==> config.mk <==
export PLATFORM = sky130hd
export DESIGN_NAME = bankers_safety_check_unit
export DESIGN_NICKNAME = d
export VERILOG_FILES = /design/src/design/bsc_pkg.sv /design/src/design/bsc_tables.sv /design/src/design/bsc_out_reg.sv /design/src/design/bankers_safety_check_unit.sv
export SDC_FILE = /design/constraint.sdc
export NUM_CORES = 1
export LEC_CHECK = 0
export BUFFER_PORTS_ARGS = -buffer_cell sky130_fd_sc_hd__buf_2
export CORE_AREA = 2 2 244 246
export DETAILED_ROUTE_END_ITERATION = 16
export DIE_AREA = 0 0 246 248
export PLACE_DENSITY_LB_ADDON = 0.25
export SYNTH_ARGS = -nofsm -noshare
export SYNTH_HDL_FRONTEND = slang
export SYNTH_HIERARCHICAL = 1
export SYNTH_SLANG_ARGS = --single-unit
export TNS_END_PERCENT = 10
==> constraint.sdc <==
create_clock -name i_clk -period 8.54 [get_ports i_clk]
set_clock_uncertainty 0.1 [all_clocks]
set_input_delay 0.854 -clock i_clk [delete_from_list [all_inputs] [get_ports i_clk]]
set_output_delay 0.854 -clock i_clk [all_outputs]
set_load 0.05 [all_outputs]
==> src/design/bsc_pkg.sv <==
`timescale 1ns / 1ps
// ----------------------------------------------------------------------------
// Banker's safety check package
// Shared codes, default sizes and the result record of the safety check unit.
// ----------------------------------------------------------------------------
package bsc_pkg;

    localparam int DEF_NUM_PROCS   = 8;
    localparam int DEF_NUM_RES     = 4;
    localparam int DEF_COUNT_WIDTH = 8;

    localparam logic [2:0] CMD_LOAD     = 3'd0;
    localparam logic [2:0] CMD_AVAIL    = 3'd1;
    localparam logic [2:0] CMD_REQ      = 3'd2;
    localparam logic [2:0] CMD_CHECK    = 3'd3;
    localparam logic [2:0] CMD_SUBMIT   = 3'd4;

    localparam logic [1:0] KIND_ACK     = 2'd0;
    localparam logic [1:0] KIND_ENTRY   = 2'd1;
    localparam logic [1:0] KIND_VERDICT = 2'd2;

    localparam logic [2:0] ST_OK        = 3'd0;
    localparam logic [2:0] ST_OVER_MAX  = 3'd1;
    localparam logic [2:0] ST_OVER_NEED = 3'd2;
    localparam logic [2:0] ST_OVER_AVL  = 3'd3;
    localparam logic [2:0] ST_ROLLBACK  = 3'd4;

    localparam logic       CFG_PROCS    = 1'b0;
    localparam logic       CFG_RES      = 1'b1;

    localparam logic [3:0] PROCS_RESET  = 4'd8;
    localparam logic [2:0] RES_RESET    = 3'd4;

    typedef struct packed {
        logic [1:0] kind;
        logic [2:0] proc_index;
        logic       safe;
        logic [2:0] status;
        logic       last;
    } t_result;

endpackage

==> src/design/bsc_tables.sv <==
`timescale 1ns / 1ps
// ----------------------------------------------------------------------------
// Allocation and need tables
// Two synchronous memories sharing one write port and one registered read port.
// ----------------------------------------------------------------------------
module bsc_tables #(
    parameter int NUM_PROCS   = 8,
    parameter int NUM_RES     = 4,
    parameter int COUNT_WIDTH = 8
) (
    input  logic                                  i_clk,
    input  logic                                  i_we,
    input  logic [$clog2(NUM_PROCS*NUM_RES)-1:0]  i_waddr,
    input  logic [COUNT_WIDTH-1:0]                i_walloc,
    input  logic [COUNT_WIDTH-1:0]                i_wneed,
    input  logic [$clog2(NUM_PROCS*NUM_RES)-1:0]  i_raddr,
    output logic [COUNT_WIDTH-1:0]                o_ralloc,
    output logic [COUNT_WIDTH-1:0]                o_rneed
);
    localparam int DEPTH = NUM_PROCS * NUM_RES;

    logic [COUNT_WIDTH-1:0] r_alloc_mem [DEPTH];
    logic [COUNT_WIDTH-1:0] r_need_mem  [DEPTH];

    always_ff @(posedge i_clk) begin
        if (i_we) begin
            r_alloc_mem[i_waddr] <= i_walloc;
            r_need_mem[i_waddr]  <= i_wneed;
        end
        o_ralloc <= r_alloc_mem[i_raddr];
        o_rneed  <= r_need_mem[i_raddr];
    end

endmodule

==> src/design/bsc_out_reg.sv <==
`timescale 1ns / 1ps
// ----------------------------------------------------------------------------
// Result output register
// Holds one result for the master stream and packs it onto the bus.
// ----------------------------------------------------------------------------
module bsc_out_reg (
    input  logic             i_clk,
    input  logic             i_rst_n,
    input  logic             i_load,
    input  bsc_pkg::t_result i_res,
    output logic             o_can_load,
    output logic             m_tvalid,
    input  logic             m_tready,
    output logic [7:0]       m_tdata,   // proc_index[2:0], safe[3], status[6:4], zero[7]
    output logic [1:0]       m_tuser,   // kind[1:0]
    output logic             m_tlast
);
    import bsc_pkg::*;

    t_result r_res;
    logic    r_valid;

    assign o_can_load = !r_valid || m_tready;

    always_ff @(posedge i_clk) begin
        if (!i_rst_n) begin
            r_valid <= 1'b0;
        end else if (o_can_load) begin
            r_valid <= i_load;
        end
        if (o_can_load && i_load) begin
            r_res <= i_res;
        end
    end

    assign m_tvalid = r_valid;
    assign m_tdata  = {1'b0, r_res.status, r_res.safe, r_res.proc_index};
    assign m_tuser  = r_res.kind;
    assign m_tlast  = r_res.last;

endmodule

==> src/design/bankers_safety_check_unit.sv <==
`timescale 1ns / 1ps
// ----------------------------------------------------------------------------
// Banker's safety check unit
// Table loads, request submission and the deadlock-avoidance safety scan.
// ----------------------------------------------------------------------------
// Input items arrive on the slave stream: s_tuser carries the command and
// s_tdata the process, resource and count operands. Results leave on the
// master stream, one transfer each; m_tlast marks the final result of an item.
// The configuration channel sets the process and resource counts in use; the
// user must write it only while the unit is idle, which the unit does not
// enforce; it is always ready. One item is handled at a time. The acknowledge
// of a load, available or request write passes through the result record and
// the output register to the master stream, and the next item is taken once
// the acknowledge has moved into the output register. A submit reads and
// compares one need element at a time and a grant reads and rewrites one
// element at a time. The safety scan visits the processes in turn, compares
// the need elements of each unfinished one with the work vector one by one,
// adds its allocation elements one by one and emits a sequence entry for it;
// the single read port of the tables sets this pace.
// A finished result sits in the output register while the next one is being
// computed; a stalled receiver holds the sequencer before its next result.
// Reset clears the sequencer, finished flags, work vector and output valid flag
// and sets the counts in use to defaults; the tables hold nothing defined until loaded.
// ----------------------------------------------------------------------------
module bankers_safety_check_unit #(
    parameter int NUM_PROCS   = bsc_pkg::DEF_NUM_PROCS,
    parameter int NUM_RES     = bsc_pkg::DEF_NUM_RES,
    parameter int COUNT_WIDTH = bsc_pkg::DEF_COUNT_WIDTH
) (
    input  logic        i_clk,
    input  logic        i_rst_n,
    input  logic        s_tvalid,
    output logic        s_tready,
    // proc_sel[2:0], res_sel[4:3], alloc_count[12:5], max_count[20:13],
    // amount[28:21], zero[31:29]
    input  logic [31:0] s_tdata,
    input  logic [2:0]  s_tuser,    // command[2:0]
    output logic        m_tvalid,
    input  logic        m_tready,
    output logic [7:0]  m_tdata,    // proc_index[2:0], safe[3], status[6:4], zero[7]
    output logic [1:0]  m_tuser,    // kind[1:0]
    output logic        m_tlast,
    input  logic        i_cfg_valid,
    output logic        o_cfg_ready,
    input  logic        i_cfg_index,
    input  logic [3:0]  i_cfg_data
);
    import bsc_pkg::*;

    localparam int PW  = $clog2(NUM_PROCS);
    localparam int PCW = $clog2(NUM_PROCS + 1);
    localparam int RW  = (NUM_RES > 1) ? $clog2(NUM_RES) : 1;
    localparam int RCW = $clog2(NUM_RES + 1);
    localparam int AW  = $clog2(NUM_PROCS * NUM_RES);
    localparam int CW  = COUNT_WIDTH;
    localparam int WW  = COUNT_WIDTH + $clog2(NUM_PROCS + 1);

    localparam logic [3:0] S_IDLE     = 4'd0;
    localparam logic [3:0] S_EMIT     = 4'd1;
    localparam logic [3:0] S_ND_RD    = 4'd2;
    localparam logic [3:0] S_ND_CMP   = 4'd3;
    localparam logic [3:0] S_GR_RD    = 4'd4;
    localparam logic [3:0] S_GR_WR    = 4'd5;
    localparam logic [3:0] S_SC_START = 4'd6;
    localparam logic [3:0] S_SC_PROC  = 4'd7;
    localparam logic [3:0] S_SC_RD    = 4'd8;
    localparam logic [3:0] S_SC_CMP   = 4'd9;
    localparam logic [3:0] S_AD_RD    = 4'd10;
    localparam logic [3:0] S_AD_ADD   = 4'd11;
    localparam logic [3:0] S_SC_END   = 4'd12;
    localparam logic [3:0] S_RB_RD    = 4'd13;
    localparam logic [3:0] S_RB_WR    = 4'd14;

    logic [3:0]         r_state;
    logic [3:0]         r_ret;
    t_result            r_res;
    logic [2:0]         r_cmd;
    logic [PW-1:0]      r_sp;
    logic [PCW-1:0]     r_q;
    logic [PCW-1:0]     r_done;
    logic               r_prog;
    logic               r_safe;
    logic [RW-1:0]      r_r;
    logic [NUM_PROCS-1:0] r_fin;
    logic [WW-1:0]      r_work  [NUM_RES];
    logic [CW-1:0]      r_avail [NUM_RES];
    logic [CW-1:0]      r_req   [NUM_RES];
    logic [3:0]         r_procs;
    logic [2:0]         r_resn;

    logic [2:0]    in_cmd;
    logic [2:0]    in_ps;
    logic [1:0]    in_rs;
    logic [CW-1:0] in_ac;
    logic [CW-1:0] in_mc;
    logic [CW-1:0] in_am;
    logic          pok;
    logic          rok;
    logic          in_acc;
    logic          load_over_max;
    logic [PCW-1:0] np;
    logic [RCW-1:0] nr;
    logic          is_last_res;
    logic          over_avail;
    logic [PW-1:0] addr_p;
    logic [AW-1:0] rd_addr;
    logic [AW-1:0] wr_addr;
    logic          mem_we;
    logic [CW-1:0] wr_alloc;
    logic [CW-1:0] wr_need;
    logic [CW-1:0] rd_alloc;
    logic [CW-1:0] rd_need;
    logic          out_can_load;
    logic          out_load;

    assign in_cmd = s_tuser;
    assign in_ps  = s_tdata[2:0];
    assign in_rs  = s_tdata[4:3];
    assign in_ac  = CW'(s_tdata[12:5]);
    assign in_mc  = CW'(s_tdata[20:13]);
    assign in_am  = CW'(s_tdata[28:21]);
    assign pok    = int'(in_ps) < NUM_PROCS;
    assign rok    = int'(in_rs) < NUM_RES;

    assign s_tready    = (r_state == S_IDLE);
    assign in_acc      = s_tvalid && s_tready;
    assign o_cfg_ready = 1'b1;

    assign load_over_max = (in_cmd == CMD_LOAD) && pok && rok && (in_ac > in_mc);

    always_comb begin
        if (r_procs == 4'd0) begin
            np = PCW'(1);
        end else if (int'(r_procs) > NUM_PROCS) begin
            np = PCW'(NUM_PROCS);
        end else begin
            np = PCW'(r_procs);
        end
        if (r_resn == 3'd0) begin
            nr = RCW'(1);
        end else if (int'(r_resn) > NUM_RES) begin
            nr = RCW'(NUM_RES);
        end else begin
            nr = RCW'(r_resn);
        end
    end

    assign is_last_res = (int'(r_r) + 1) == int'(nr);

    always_comb begin
        over_avail = 1'b0;
        for (int i = 0; i < NUM_RES; i++) begin
            if (i < int'(nr) && r_req[i] > r_avail[i]) begin
                over_avail = 1'b1;
            end
        end
    end

    assign addr_p = (r_state == S_SC_RD || r_state == S_AD_RD) ? r_q[PW-1:0] : r_sp;
    assign rd_addr = AW'(int'(addr_p) * NUM_RES + int'(r_r));

    always_comb begin
        mem_we   = 1'b0;
        wr_addr  = rd_addr;
        wr_alloc = rd_alloc + r_req[r_r];
        wr_need  = rd_need - r_req[r_r];
        unique case (r_state)
            S_IDLE: begin
                wr_addr  = AW'(int'(in_ps) * NUM_RES + int'(in_rs));
                wr_alloc = in_ac;
                wr_need  = in_mc - in_ac;
                mem_we   = in_acc && in_cmd == CMD_LOAD && pok && rok && !(in_ac > in_mc);
            end
            S_GR_WR: begin
                mem_we = 1'b1;
            end
            S_RB_WR: begin
                mem_we   = 1'b1;
                wr_alloc = rd_alloc - r_req[r_r];
                wr_need  = rd_need + r_req[r_r];
            end
            default: begin
                mem_we = 1'b0;
            end
        endcase
    end

    bsc_tables #(
        .NUM_PROCS   (NUM_PROCS),
        .NUM_RES     (NUM_RES),
        .COUNT_WIDTH (COUNT_WIDTH)
    ) u_tables (
        .i_clk    (i_clk),
        .i_we     (mem_we),
        .i_waddr  (wr_addr),
        .i_walloc (wr_alloc),
        .i_wneed  (wr_need),
        .i_raddr  (rd_addr),
        .o_ralloc (rd_alloc),
        .o_rneed  (rd_need)
    );

    assign out_load = (r_state == S_EMIT);

    bsc_out_reg u_out (
        .i_clk      (i_clk),
        .i_rst_n    (i_rst_n),
        .i_load     (out_load),
        .i_res      (r_res),
        .o_can_load (out_can_load),
        .m_tvalid   (m_tvalid),
        .m_tready   (m_tready),
        .m_tdata    (m_tdata),
        .m_tuser    (m_tuser),
        .m_tlast    (m_tlast)
    );

    always_ff @(posedge i_clk) begin
        if (!i_rst_n) begin
            r_state <= S_IDLE;
            r_ret   <= S_IDLE;
            r_fin   <= '0;
            r_procs <= PROCS_RESET;
            r_resn  <= RES_RESET;
            for (int i = 0; i < NUM_RES; i++) begin
                r_work[i] <= '0;
            end
        end else begin
            if (i_cfg_valid && o_cfg_ready) begin
                unique case (i_cfg_index)
                    CFG_PROCS: r_procs <= i_cfg_data;
                    CFG_RES:   r_resn  <= i_cfg_data[2:0];
                endcase
            end
            unique case (r_state)
                S_IDLE: begin
                    if (in_acc) begin
                        r_cmd <= in_cmd;
                        r_res <= '{kind: KIND_ACK, proc_index: 3'd0, safe: 1'b0,
                                   status: load_over_max ? ST_OVER_MAX : ST_OK,
                                   last: 1'b1};
                        r_ret <= S_IDLE;
                        unique case (in_cmd)
                            CMD_AVAIL: begin
                                if (rok) begin
                                    r_avail[RW'(in_rs)] <= in_am;
                                end
                                r_state <= S_EMIT;
                            end
                            CMD_REQ: begin
                                if (rok) begin
                                    r_req[RW'(in_rs)] <= in_am;
                                end
                                r_state <= S_EMIT;
                            end
                            CMD_CHECK: begin
                                r_state <= S_SC_START;
                            end
                            CMD_SUBMIT: begin
                                if (pok) begin
                                    r_sp    <= PW'(in_ps);
                                    r_r     <= '0;
                                    r_state <= S_ND_RD;
                                end else begin
                                    r_state <= S_EMIT;
                                end
                            end
                            default: begin
                                r_state <= S_EMIT;
                            end
                        endcase
                    end
                end
                S_EMIT: begin
                    if (out_can_load) begin
                        r_state <= r_ret;
                    end
                end
                S_ND_RD: begin
                    r_state <= S_ND_CMP;
                end
                S_ND_CMP: begin
                    if (r_req[r_r] > rd_need) begin
                        r_res.status <= ST_OVER_NEED;
                        r_state <= S_EMIT;
                    end else if (is_last_res) begin
                        r_r <= '0;
                        if (over_avail) begin
                            r_res.status <= ST_OVER_AVL;
                            r_state <= S_EMIT;
                        end else begin
                            r_state <= S_GR_RD;
                        end
                    end else begin
                        r_r <= r_r + 1'b1;
                        r_state <= S_ND_RD;
                    end
                end
                S_GR_RD: begin
                    r_state <= S_GR_WR;
                end
                S_GR_WR: begin
                    r_avail[r_r] <= r_avail[r_r] - r_req[r_r];
                    if (is_last_res) begin
                        r_r <= '0;
                        r_state <= S_SC_START;
                    end else begin
                        r_r <= r_r + 1'b1;
                        r_state <= S_GR_RD;
                    end
                end
                S_SC_START: begin
                    r_fin  <= '0;
                    r_q    <= '0;
                    r_done <= '0;
                    r_prog <= 1'b0;
                    for (int i = 0; i < NUM_RES; i++) begin
                        r_work[i] <= WW'(r_avail[i]);
                    end
                    r_state <= S_SC_PROC;
                end
                S_SC_PROC: begin
                    if (r_q == np) begin
                        if (!r_prog) begin
                            r_safe  <= 1'b0;
                            r_state <= S_SC_END;
                        end else begin
                            r_q    <= '0;
                            r_prog <= 1'b0;
                        end
                    end else if (r_fin[r_q[PW-1:0]]) begin
                        r_q <= r_q + 1'b1;
                    end else begin
                        r_r <= '0;
                        r_state <= S_SC_RD;
                    end
                end
                S_SC_RD: begin
                    r_state <= S_SC_CMP;
                end
                S_SC_CMP: begin
                    if (WW'(rd_need) > r_work[r_r]) begin
                        r_q <= r_q + 1'b1;
                        r_state <= S_SC_PROC;
                    end else if (is_last_res) begin
                        r_r <= '0;
                        r_state <= S_AD_RD;
                    end else begin
                        r_r <= r_r + 1'b1;
                        r_state <= S_SC_RD;
                    end
                end
                S_AD_RD: begin
                    r_state <= S_AD_ADD;
                end
                S_AD_ADD: begin
                    r_work[r_r] <= r_work[r_r] + WW'(rd_alloc);
                    if (is_last_res) begin
                        r_fin[r_q[PW-1:0]] <= 1'b1;
                        r_done <= r_done + 1'b1;
                        r_prog <= 1'b1;
                        r_q    <= r_q + 1'b1;
                        r_res  <= '{kind: KIND_ENTRY, proc_index: 3'(r_q), safe: 1'b0,
                                    status: ST_OK, last: 1'b0};
                        if (r_done + 1'b1 == np) begin
                            r_safe <= 1'b1;
                            r_ret  <= S_SC_END;
                        end else begin
                            r_ret  <= S_SC_PROC;
                        end
                        r_state <= S_EMIT;
                    end else begin
                        r_r <= r_r + 1'b1;
                        r_state <= S_AD_RD;
                    end
                end
                S_SC_END: begin
                    if (r_cmd == CMD_SUBMIT && !r_safe) begin
                        r_r <= '0;
                        r_state <= S_RB_RD;
                    end else begin
                        r_res <= '{kind: KIND_VERDICT, proc_index: 3'd0, safe: r_safe,
                                   status: ST_OK, last: 1'b1};
                        r_ret <= S_IDLE;
                        r_state <= S_EMIT;
                    end
                end
                S_RB_RD: begin
                    r_state <= S_RB_WR;
                end
                S_RB_WR: begin
                    r_avail[r_r] <= r_avail[r_r] + r_req[r_r];
                    if (is_last_res) begin
                        r_res <= '{kind: KIND_VERDICT, proc_index: 3'd0, safe: 1'b0,
                                   status: ST_ROLLBACK, last: 1'b1};
                        r_ret <= S_IDLE;
                        r_state <= S_EMIT;
                    end else begin
                        r_r <= r_r + 1'b1;
                        r_state <= S_RB_RD;
                    end
                end
                default: begin
                    r_state <= S_IDLE;
                end
            endcase
        end
    end

endmodule

==> After elaboration in Yosys (flattened, before gate mapping) <==
Memories as Yosys holds them, arrays and structs flattened. A register that Yosys moved wholly into a read port is not among the register bits.
Index checks and enable logic that the tools add are counted.
{ "word_totals": {"wordCells": 270, "ramBits": 624, "ff_bits": 62, "out_inout_bits": 14, "in_bits": 45, "mem_count": 5} }
{ "classes": {"mux": 117, "reduce_logical": 45, "magnitude_cmp": 15, "n_eq_ne": 44, "addsub": 14, "bitwise": 7} }
{ "mem_list": {"columns": ["memory", "depth", "width", "read_ports", "rd_ports_with_merged_regs", "write_ports", "line", "text"], "rows": [
  ["u_tables.r_alloc_mem", 32, 8, 1, 1, 1, "bsc_tables.sv:22", "logic [COUNT_WIDTH-1:0] r_alloc_mem [DEPTH];"],
  ["u_tables.r_need_mem", 32, 8, 1, 1, 1, "bsc_tables.sv:23", "logic [COUNT_WIDTH-1:0] r_need_mem [DEPTH];"],
  ["r_work", 4, 12, 1, 1, 4, "bankers_safety_check_unit.sv:85", "logic [WW-1:0] r_work [NUM_RES];"],
  ["r_avail", 4, 8, 5, 1, 1, "bankers_safety_check_unit.sv:86", "logic [CW-1:0] r_avail [NUM_RES];"],
  ["r_req", 4, 8, 5, 1, 1, "bankers_safety_check_unit.sv:87", "logic [CW-1:0] r_req [NUM_RES];"]
]} }
{ "op_table": {"columns": ["cell", "count"], "rows": [
  ["$mux W4", 24],
  ["$mux W12", 5],
  ["$pmux W4 S15", 1],
  ["$gt A8 B8 Y1", 6],
  ["$pmux W8 S2", 3],
  ["$mux W1", 40],
  ["$mux W10", 4],
  ["$mux W2", 16],
  ["$pmux W4 S4", 2],
  ["$sub A8 B8 Y8", 4],
  ["$eq A4 B4 Y1 const B", 7],
  ["$ne A2 B2 Y1 const B", 14],
  ["$add A8 B8 Y8", 3],
  ["$mux W8", 3],
  ["$pmux W6 S4", 1],
  ["$mux W3", 7],
  ["$ne A3 B3 Y1 const B", 6],
  ["$reduce_and A6 Y1", 3],
  ["$eq A4 B3 Y1 const B", 4],
  ["$pmux W3 S5", 1],
  ["$pmux W2 S7", 1],
  ["$add A12 B8 Y12", 1],
  ["$gt A8 B12 Y1", 1],
  ["$reduce_and A4 Y1", 3],
  ["other kinds (47)", 82]
]} }

==> Longest topological paths before layout <==
Gate-level depths: netlist of run 1.
{ "depth": {"ltp_word": 13, "mapped_depth": 16} }

==> Cells and area by module <==
Netlist of run 1, hierarchy kept.
{ "by_module_without_submodules": {"columns": ["module", "seq_area_each_um2", "instances", "cells_per_inst", "area_each_um2"], "rows": [
  ["bsc_tables", 15695.1, 1, 1143, 20535.9],
  ["bankers_safety_check_unit", 4684.5, 1, 1030, 10809.1],
  ["bsc_out_reg", 320.3, 1, 17, 369.1]
]} }

==> Worst setup path before layout of run 1 <==
No wires, ideal clock.
{ "synth_timing": {"path_kind": "register to register", "from": "register r_state[0]", "to": "memory u_tables.r_alloc_mem[0][7] (data pin)", "setup_ns": 0.377, "required_ns": 8.063, "path_stages_with_launch": 15, "arrival_ns": 4.139, "path_slack_ns": 3.924, "path_cell_list": "dfxtp_1 clkbuf_1 nor2_1 nand3_1 inv_1 buf_1 mux2i_1 ha_1 a21o_1 a21o_1 a21o_1 a2111oi_0 nor3_1 xnor2_1 a21oi_1"} }
{ "synth_via": {"elab_chain_cells": 2, "elab_cells_between_ends": 3, "cone_classes": "1 x eq/ne; 1 x mux; 1 x reduce/logical"} }
{ "synth_rtl": {"columns": ["item", "line", "text"], "rows": [
  ["start, declared", "bankers_safety_check_unit.sv:74", "logic [3:0] r_state;"],
  ["start signal, assigned", "bankers_safety_check_unit.sv:276", "r_state <= r_ret;"],
  ["$eq A4 B4 Y1 or $logic_not A4 Y1 (tied branches)", "bankers_safety_check_unit.sv:167", "unique case (r_state)"],
  ["$pmux W8 S2 (*)", "bankers_safety_check_unit.sv:167", null],
  ["named net wr_alloc[7]", "bankers_safety_check_unit.sv:109", "logic [CW-1:0] wr_alloc;"],
  ["end, declared", "bsc_tables.sv:22", null]
]} }
The timed path passes the listed nets; every way through them passes the cells marked *.

==> Worst setup path in the final report of run 1 <==
{ "layout_timing": {"from": "register r_state[1]", "to": "memory r_avail[1][7] in the netlist's numbering (data pin)"} }
{ "layout_via": {"elab_chain_cells": 7, "elab_cells_between_ends": 12, "cone_classes": "2 x eq/ne; 8 x mux; 1 x bitwise; 1 x reduce/logical"} }
{ "layout_rtl": {"columns": ["item", "line", "text"], "rows": [
  ["$eq A4 B3 Y1 or $eq A4 B4 Y1 (tied branches)", "bankers_safety_check_unit.sv:235", "unique case (r_state)"],
  ["$mux W1", "bankers_safety_check_unit.sv:235", null],
  ["$mux W1", "bankers_safety_check_unit.sv:219", "if (!i_rst_n) begin"],
  ["$mux W1, on equally long branches", "bankers_safety_check_unit.sv:303, bankers_safety_check_unit.sv:392", null],
  ["$or A1 B1 Y1 (no line)", null, null],
  ["$reduce_or A8 Y1 (no line)", null, null],
  ["$mux W8 (no line) (*)", null, null],
  ["end, declared", "bankers_safety_check_unit.sv:86", null]
]} }
Mark *: on every way between the ends. The rest lies on a longest branch, timed or not.

==> results of run 1 <==
==> kinds of logic after synthesis <==
kind of cell,Yosys count,share of synthesized area (%)
muxes,303,10.7
adders and majority gates,99,4.04
buffers and inverters,195,3.30
DFF,703,65.3
xor gates and xnor gates,49,1.38
AOI/OAI and AO/OA,387,8.30
and+or+nand+nor,452,6.96
other,2,0.0237
==> cells in the final DEF (no fill, tap or decap), types with 7 or more instances in the layout <==
cell type	instances
edfxtp_1	662
mux2i_1	264
nor2_1	131
nand2_1	100
ha_1	92
inv_1	88
a21oi_1	88
clkbuf_16	76
a22oi_1	70
buf_4	61
a22o_1	59
nand3_1	58
buf_2	53
o21ai_0	45
dfxtp_1	40
nor3_1	37
xnor2_1	31
nand4_1	29
mux4_2	28
a31oi_1	25
nor2b_1	21
xor2_1	17
clkbuf_1	17
clkinv_1	15
and2_1	13
nand2b_1	13
a21o_1	11
and3_1	10
a21boi_0	9
o211ai_1	8
mux2_2	8
o21bai_1	7
a211oi_1	7
nand3b_1	7
==> cell type report <==
cell class              instances  area (um2)
fillers                      4466       23200
well taps                     773         967
multi-input cells            1292       10100
repair buffers                116         763
clock inverters                35         418
inverters                      90         338
flip-flops and latches        703       20700
clock buffers                  95        1990
==> worst max path at each step <==
stage               cells after the start        from                           to
global route                           14  r_state[1]  u_tables/r_alloc_mem[30][7]
global placement                       14  r_state[1]   u_tables/r_alloc_mem[4][7]
floorplan                              14  r_state[0]   u_tables/r_alloc_mem[0][7]
finish                                 15  r_state[1]                r_avail[1][7]
detailed placement                     14  r_state[1]   u_tables/r_alloc_mem[7][7]
CTS                                    14  r_state[1]  u_tables/r_alloc_mem[19][7]
==> routing by layer <==
| metal | routed length (um) | vias to the layer above |
|---|---|---|
| li1 | - | 8615 |
| met1 | 31900 | 9407 |
| met2 | 34900 | 824 |
| met3 | 5630 | 149 |
| met4 | 3050 | 0 |
| met5 | 0 | - |
==> through the flow <==
stage	cell area (um2)	utilization, %
floorplan	31700	-
global placement	32800	56.2
detailed placement	32800	56.2
CTS	35200	60.3
global route	35200	60.3
finish	35200	60.3
==> power by group through the flow <==
stage / clock [W] / sequential (W) / combinational, W
after floorplan: 0 / 0.00417 / 0.000588
after global placement: 0 / 0.00414 / 0.000966
after detailed placement: 0 / 0.00414 / 0.00101
after CTS: 0.00323 / 0.00407 / 0.00101
after global routing: 0.00337 / 0.00407 / 0.00109
final: 0.00318 / 0.00407 / 0.00102
==> state kept, by name, indices dropped and copies added, names as in the netlist, 4 cells and up, named ones only <==
name / count
r_avail: 32
r_done: 4
r_fin: 8
r_procs: 4
r_q: 4
r_req: 32
r_res: 10
r_state: 4
r_work: 48
u_out/m_tdata: 7
u_tables/o_ralloc: 8
u_tables/o_rneed: 8
u_tables/r_alloc_mem: 256
u_tables/r_need_mem: 256
==> worst max-delay path, stage by stage, from the launching register on <==
cell and delay [ns]:
dfxtp_1 0.78, clkinv_1 0.51, nor2_1 0.47, nand3_1 0.47
inv_1 0.64, nand2_1 0.20, o21ai_0 0.43, ha_1 0.32
a21o_1 0.18, a21oi_1 0.21, o21ai_0 0.19, o21ai_0 0.27
nand2b_1 0.10, a21oi_1 0.18, xnor2_1 0.15, o21ai_1 0.14
==> flow_summary.toml, run 1 <==
[sta]
setup_violations = 0
setup_tns_ns = 0
rsz0062_at_grt = "no"
finalCritPeriodShare_pct = 65.8
slew-limit-headroom_pct = 18.3
fin_ws_ns = 2.92
max_freq_ghz = 0.178
whs_ns = 0.321
report.final.hold_viol_count = 0
finalCriticalPeriod_ns = 5.62
maxSlewViolCount = 0
max_slew.worst_pin.slew_ns = 1.20

[synthesis]
synth-seq-cells = 703
synth_edf_count = 662
synth.avg_cell_area_um2 = 14.5
syn_nets = 2333
synth_top_area_share_pct = 62.7
yosys_warnings = 6
ys_async_sr_fraction_pct = 0
synth_area_leaders = "edfxtp_1 (63%), mux2i_1 (8.4%), ha_1 (3.6%), dfxtp_1 (2.6%), mux4_2 (2.0%)"
synthTopCellsByCount = "edfxtp_1 (662), mux2i_1 (265), nor2_1 (131)"
synth_cell_type_count = 82
synthCells = 2190
synth_top_area_cell = "edfxtp_1"
yosysMostFrequentCell = "edfxtp_1"
syn-cell-area_um2 = 31700
ys.flop_type = "edfxtp_1"
yosysSeqAreaShare_pct = 65.3

[worst_hold_path]
whs_path_depth = 0
hp-class = "register to register"
holdPathEnd = "u_out/m_tuser[1]"
hold_start = "r_res[9]"

[floorplan]
rows = 89
io_pins = 59
coreArea_um2 = 58500
start_util_pct = 54.2
die_y_um = 248
fp.dieArea_um2 = 61000
die_x_um = 246

[global_routing]
gr-usage-met3_pct = 3.65
use_met1_pct = 34.3
grt_overflow = 0
use_met2_pct = 39.4
track_usage_pct = 24.8
grt_pass1_vias = 18500
grt_max_degree = 113
grt_pass1_wl_um = 112000
antenna_found_initial = 0
busiest_layer = "met2"

[pwr]
sequentialPowerShare_pct = 49.2
combPwrFrac_pct = 12.3
p_total_w = 0.00827
leakagePower_nw = 12.8
clkPwrFrac_pct = 38.5
irDropWorstVdd_mv = 0.172
switching_power_w = 0.00209
p_int_w = 0.00618
power_density_nw_per_um2 = 235
switching_share_pct = 25.3

[clock_tree]
cts_buffers = 73
cts_buffer_depth = 3
clock_latency_ns = 0.63
cts_resized = 0
cts_root_buf = "clkbuf_16"
clk_pin_slew_ns = 0.06
clock-sinks = 703
htreeDepth = 3
ctsHoldBuffers = 0
cts_tree = "yes"
cts_setup_buffers = 0

[cells_and_area]
fin_cells = 3104
layout-drive-gt1-share_pct = 12.5
diodes = 0
area_delta_synth_final_pct = 11.1
finalNetCount = 2419

[detailed_routing]
drt_iter0_drc = 1760
drcViolationCount = 0
vias = 19000
dr.pass1.iters = 5
ant_nets = 0
vias_per_cell = 6.12
wl_per_cell_um = 24.3
wirelength_um = 75400

[setup_path]
r2r_cells = 15
worst_r2r_endpoint = "r_avail[1][7]"
reg2reg_from = "r_state[1]"
critPathKind = "register to register"
critPathArrivalTime_ns = 5.86
critPathRequiredTime_ns = 8.78
path_max_fanout = 20
endpoint_kind = "register"
r2r_setup_slack_ns = 2.92
cp-start-kind = "register"

[placement]
place.gp.congestion = 0.946
io_buffers = 53
dp_cells = 2974
place_ws_ns = 3.03
dp_hpwl_um = 48100

[run]
maxCapViolCount = 0

[outcome]
status = "finished clean"
(Power assumes the default switching activity.)
==> inputs of run 2 (changes only) <==
--- a/config.mk
+++ b/config.mk
@@ -5,10 +5,11 @@
 export SDC_FILE = /design/constraint.sdc
 export NUM_CORES = 1
 export LEC_CHECK = 0
+export ABC_AREA = 1
 export BUFFER_PORTS_ARGS = -buffer_cell sky130_fd_sc_hd__buf_2
-export CORE_AREA = 2 2 244 246
+export CORE_AREA = 2 2 248 250
 export DETAILED_ROUTE_END_ITERATION = 16
-export DIE_AREA = 0 0 246 248
+export DIE_AREA = 0 0 250 252
 export PLACE_DENSITY_LB_ADDON = 0.25
 export SYNTH_ARGS = -nofsm -noshare
 export SYNTH_HDL_FRONTEND = slang
==> constraint.sdc (replaced) <==
create_clock -name i_clk -period 5.6 [get_ports i_clk]
set_clock_uncertainty 0.1 [all_clocks]
set_input_delay 0.56 -clock i_clk [delete_from_list [all_inputs] [get_ports i_clk]]
set_output_delay 0.56 -clock i_clk [all_outputs]
set_load 0.05 [all_outputs]
==> flow_summary.toml, run 2 <==
[synthesis]
synth-seq-cells = 703
muxShareOfSynthArea_pct = 0.0304
synthCells = 3201
synth_cell_type_count = 59
synth_edf_count = 662
synthSimpleGateAreaFrac_pct = 22.7
yosys.area_share.adder_pct = 3.86
yosys_warnings = 6
ys_async_sr_fraction_pct = 0
syn-cell-area_um2 = 32900
synth_top_family_by_area = "simple AND/OR/NAND/NOR gates"
synth.avg_cell_area_um2 = 10.3
yosysMostFrequentCell = "nand2_1"
ys.flop_type = "edfxtp_1"
yosysSeqAreaShare_pct = 62.8
syn_nets = 3344
synth_area_leaders = "edfxtp_1 (60%), nand2_1 (12%), nand3_1 (7.1%), ha_1 (3.5%), dfxtp_1 (2.5%)"
synth_xor_area_share_pct = 0.878
synth_top_area_share_pct = 60.4
synthTopCellsByCount = "nand2_1 (1062), edfxtp_1 (662), nand3_1 (466)"
synth_top_area_cell = "edfxtp_1"
synth_compound_area_share_pct = 4.33

[setup_path]
r2r_setup_slack_ns = 1.14
critPathRequiredTime_ns = 5.61
critPathKind = "register to register"
endpoint_kind = "register"
critPathArrivalTime_ns = 4.47
path_max_fanout = 35
cp-start-kind = "register"
crit_end = "u_tables/r_alloc_mem[9][7]"
r2r_cells = 16
worst_r2r_endpoint = "u_tables/r_alloc_mem[9][7]"

[placement]
place.gp.congestion = 0.971
place_ws_ns = 1.24
io_buffers = 53
placed_area_um2 = 33800
dp_hpwl_um = 54300

[global_routing]
grt_max_degree = 205
grt_pass1_vias = 22800
antenna_found_initial = 0
grt_overflow = 0
track_usage_pct = 27.7
grt_pass1_wl_um = 133000

[worst_hold_path]
hp-class = "input pin to register"

[detailed_routing]
wirelength_um = 87600
vias = 23800
ant_nets = 0
wl_per_cell_um = 21.4
drcViolationCount = 0
dr.pass1.iters = 6
vias_per_cell = 5.82
drt_iter0_drc = 2707

[pwr]
leakagePower_nw = 14.4
power_density_nw_per_um2 = 389
p_total_w = 0.0141
irDropWorstVdd_mv = 0.227

[clock_tree]
clock_latency_ns = 0.64
ctsHoldBuffers = 0
cts_setup_buffers = 0
clk_pin_slew_ns = 0.06
cts_buffers = 76
cts_tree = "yes"
cts_buffer_depth = 3
cts_root_buf = "clkbuf_16"
cts_resized = 0
clock-sinks = 703
htreeDepth = 3

[sta]
fin_ws_ns = 1.14
report.final.hold_viol_count = 0
maxSlewViolCount = 0
slew-limit-headroom_pct = 13.9
finalCriticalPeriod_ns = 4.46
finalCritPeriodShare_pct = 79.6
max_slew.worst_pin.slew_ns = 1.26
setup_violations = 0
setup_tns_ns = 0
max_freq_ghz = 0.224
rsz0062_at_grt = "no"

[floorplan]
coreArea_um2 = 60100
io_pins = 59
rows = 90
fp.dieArea_um2 = 63000
start_util_pct = 54.8
die_y_um = 252
die_x_um = 250

[cells_and_area]
finalNetCount = 3391
layout-drive-gt1-share_pct = 9.25
area_delta_synth_final_pct = 10.2
diodes = 0
fin_area_um2 = 36300
final_common_cell = "nand2_1"
layout_common_cells = "nand2_1 (1062), edfxtp_1 (662), nand3_1 (466)"
top_regs = "u_tables/r_alloc_mem: 256 flops, u_tables/r_need_mem: 256 flops, r_work: 48 flops"
fill_cells = 4878
utilization_pct = 60.3

[run]
maxCapViolCount = 0

[outcome]
status = "finished clean"
[run 2: worst min path at each step]
| stage | start | endpoint | slack (ns) | depth (start not counted) |
|---|---|---|---|---|
| global placement | r_res[5] | u_out/m_tdata[0] | 0.30 | 0 |
| detailed placement | r_res[7] | u_out/m_tdata[2] | 0.31 | 0 |
| CTS | i_cfg_data[3] | r_procs[3] | 0.03 | 3 |
| finish | i_cfg_data[3] | r_procs[3] | 0.05 | 3 |
| global route | s_tdata[23] | r_req[3][2] | 0.05 | 1 |
| floorplan | r_res[5] | u_out/m_tdata[0] | 0.30 | 0 |
[run 2: metal layers]
metal | share of wire, % | up-vias | GRT usage [%]
li1 | - | 11100 | -
met1 | 41 | 11500 | 37.7
met2 | 47 | 1049 | 45.2
met3 | 8.1 | 193 | 4.25
met4 | 3.6 | 0 | 11.1
met5 | 0 | - | 0
[run 2: logic make-up after synthesis]
group                      count (synthesis)
and+or+nand+nor                         1766
DFF                                      703
buffers and inverters                    349
AOI/OAI and AO/OA                        249
adders and majority gates                 98
xor gates and xnor gates                  33
other                                      2
muxes                                      1
[run 2: layout make-up]
class                           instances  area, um2  share of cell area (%)
Multi-Input combinational cell       2149      10600                    29.2
Inverter                              202        769                    2.12
Clock buffer                           98       2040                    5.63
Clock inverter                         40        424                    1.17
Sequential cell                       703      20700                    57.0
Tap cell                              782        978                    2.70
Timing Repair Buffer                  116        788                    2.17
[run 2: where the power goes]
group | internal [W] | total, W | leakage, nW | switching (W)
registers | 0.00638 | 0.00643 | 6.37 | 0.0000514
clock network | 0.00280 | 0.00489 | 1.20 | 0.00209
logic | 0.000689 | 0.00279 | 6.80 | 0.00210
total | 0.00987 | 0.0141 | 14.4 | 0.00424
[run 2: critical path: stages (launching register included)]
cell and delay, ns:
dfxtp_1 0.59, inv_4 0.24, nand2_1 0.11, nand3_1 0.08
nand2_2 0.25, ha_1 0.24, nand3_1 0.15, nor3_2 0.17
xor2_1 0.21, o21ai_0 0.11, ha_1 0.36, a21oi_1 0.18
nand3_1 0.11, xor2_1 0.18, o211ai_1 0.12, nand3_1 0.08
nand2_1 0.61
[run 2: per-stage QoR]
step / std cells / hold WS (ns)
5_1_grt: 4090 / 0.0538
2_1_floorplan: 3201 / 0.300
4_1_cts: 4090 / 0.0285
6_report: 4090 / 0.0515
3_5_place_dp: 3952 / 0.310
3_3_place_gp: 3952 / 0.301
==> inputs of run 3 (changes only) <==
==> constraint.sdc (replaced) <==
create_clock -name i_clk -period 4.1 [get_ports i_clk]
set_clock_uncertainty 0.1 [all_clocks]
set_input_delay 0.41 -clock i_clk [delete_from_list [all_inputs] [get_ports i_clk]]
set_output_delay 0.41 -clock i_clk [all_outputs]
set_load 0.05 [all_outputs]
==> flow_summary.toml, run 3 (synthesized netlist as in run 2, its figures left out) <==
[detailed_routing]
drt_iter0_drc = 2724
drcViolationCount = 0
dr.pass1.iters = 6
ant_nets = 0
vias = 23800
wirelength_um = 87600
vias_per_cell = 5.77
wl_per_cell_um = 21.2

[clock_tree]
cts_buffer_depth = 3
clk_pin_slew_ns = 0.06
cts_setup_buffers = 0
clock-sinks = 703
cts_resized = 0
htreeDepth = 3
clock_latency_ns = 0.63
cts_tree = "yes"
ctsHoldBuffers = 19
cts_root_buf = "clkbuf_16"
cts_buffers = 74

[global_routing]
grt_overflow = 0
grt_max_degree = 201
grt_pass1_vias = 22800
track_usage_pct = 27.8
antenna_found_initial = 0
grt_pass1_wl_um = 133000

[setup_path]
critPathKind = "register to register"
cp-start-kind = "register"
critPathRequiredTime_ns = 4.40
worst_r2r_endpoint = "u_tables/r_alloc_mem[13][6]"
r2r_setup_slack_ns = 0.31
critPathArrivalTime_ns = 4.09
r2r_cells = 18
path_max_fanout = 35
endpoint_kind = "register"

[sta]
whs_ns = 0.0300
max_freq_ghz = 0.264
fin_ws_ns = 0.308
report.final.hold_viol_count = 0
max_slew.worst_pin.slew_ns = 1.22
setup_tns_ns = 0
rsz0062_at_grt = "no"
finalCriticalPeriod_ns = 3.79
setup_violations = 0
slew-limit-headroom_pct = 16.8
maxSlewViolCount = 0
finalCritPeriodShare_pct = 92.5

[cells_and_area]
layout-drive-gt1-share_pct = 9.61
multi_input_area_um2 = 10600
layout_common_cells = "nand2_1 (1062), edfxtp_1 (662), nand3_1 (466)"
final_common_cell = "nand2_1"
top_regs = "u_tables/r_alloc_mem: 256 flops, u_tables/r_need_mem: 256 flops, r_work: 48 flops"
seq_area_um2 = 20700
diodes = 0
area_delta_synth_final_pct = 10.6
finalNetCount = 3432
fill_cells = 4897

[floorplan]
rows = 90
die_x_um = 250
start_util_pct = 54.8
io_pins = 59
die_y_um = 252
coreArea_um2 = 60100
fp.dieArea_um2 = 63000

[placement]
io_buffers = 53
place.gp.congestion = 0.942
place_ws_ns = 0.362
dp_hpwl_um = 55400

[run]
maxCapViolCount = 0

[outcome]
status = "finished clean"

[worst_hold_path]
hp-class = "input pin to register"
holdPathEnd = "r_resn[1]"
whs_path_depth = 3
hold_start = "i_cfg_valid"

[pwr]
leakagePower_nw = 14.5
irDropWorstVdd_mv = 0.304
power_density_nw_per_um2 = 520
==> run 3: worst max-delay path by stage <==
stage | from | endpoint | cells past startpoint
6_report | register | u_tables/r_alloc_mem[13][6] | 18
4_1_cts | register | u_tables/r_alloc_mem[13][6] | 18
3_5_place_dp | s_tdata[5] | u_tables/r_need_mem[18][0] | 17
5_1_grt | register | u_tables/r_alloc_mem[15][6] | 18
2_1_floorplan | register | u_tables/r_alloc_mem[0][6] | 14
3_3_place_gp | s_tdata[5] | u_tables/r_need_mem[18][4] | 17
==> run 3: cell type report <==
type                            count  share of cell area (%)
Multi-Input combinational cell   2149                    29.1
Clock inverter                     42                   0.848
Clock buffer                       87                    5.24
Tap cell                          782                    2.68
Timing Repair Buffer              159                    3.25
Inverter                          202                    2.11
Sequential cell                   703                    56.8
==> run 3: per-layer routing <==
metal | global-route usage [%] | up-vias | share of wire [%]
li1 | - | 11200 | -
met1 | 38.4 | 11400 | 41
met2 | 45.0 | 1064 | 47
met3 | 4.30 | 164 | 8.3
met4 | 10.2 | 0 | 3.4
met5 | 0 | - | 0
==> run 3: critical path: stages, from the launching register on <==
cell	delay [ns]
dfxtp_1	0.35
buf_12	0.20
inv_4	0.09
nand2_1	0.06
nand3_1	0.11
nand2_1	0.31
nand2_2	0.13
nor2_4	0.18
xor2_1	0.22
o21ai_0	0.11
ha_1	0.34
inv_1	0.09
o21ai_0	0.08
a31oi_1	0.21
nor2_1	0.09
o21ai_0	0.22
nand3_1	0.13
a31oi_2	0.20
buf_4	0.34
==> run 3: per-stage QoR <==
| stage | area (um2) | utilization [%] | total power, W | instances |
|---|---|---|---|---|
| floorplan | 32900 | - | 0.0114 | 3201 |
| global placement | 34000 | 56.6 | 0.0127 | 3976 |
| detailed placement | 34000 | 56.6 | 0.0128 | 3976 |
| CTS | 36400 | 60.6 | 0.0190 | 4124 |
| global route | 36400 | 60.6 | 0.0197 | 4124 |
| finish | 36400 | 60.6 | 0.0189 | 4124 |
==> run 3: power breakdown <==
group	internal, W	switching (W)	total [W]	leakage (nW)
Combinational	0.00101	0.00296	0.00396	7.01
Clock	0.00342	0.00278	0.00620	1.09
Sequential	0.00871	0.0000632	0.00877	6.37
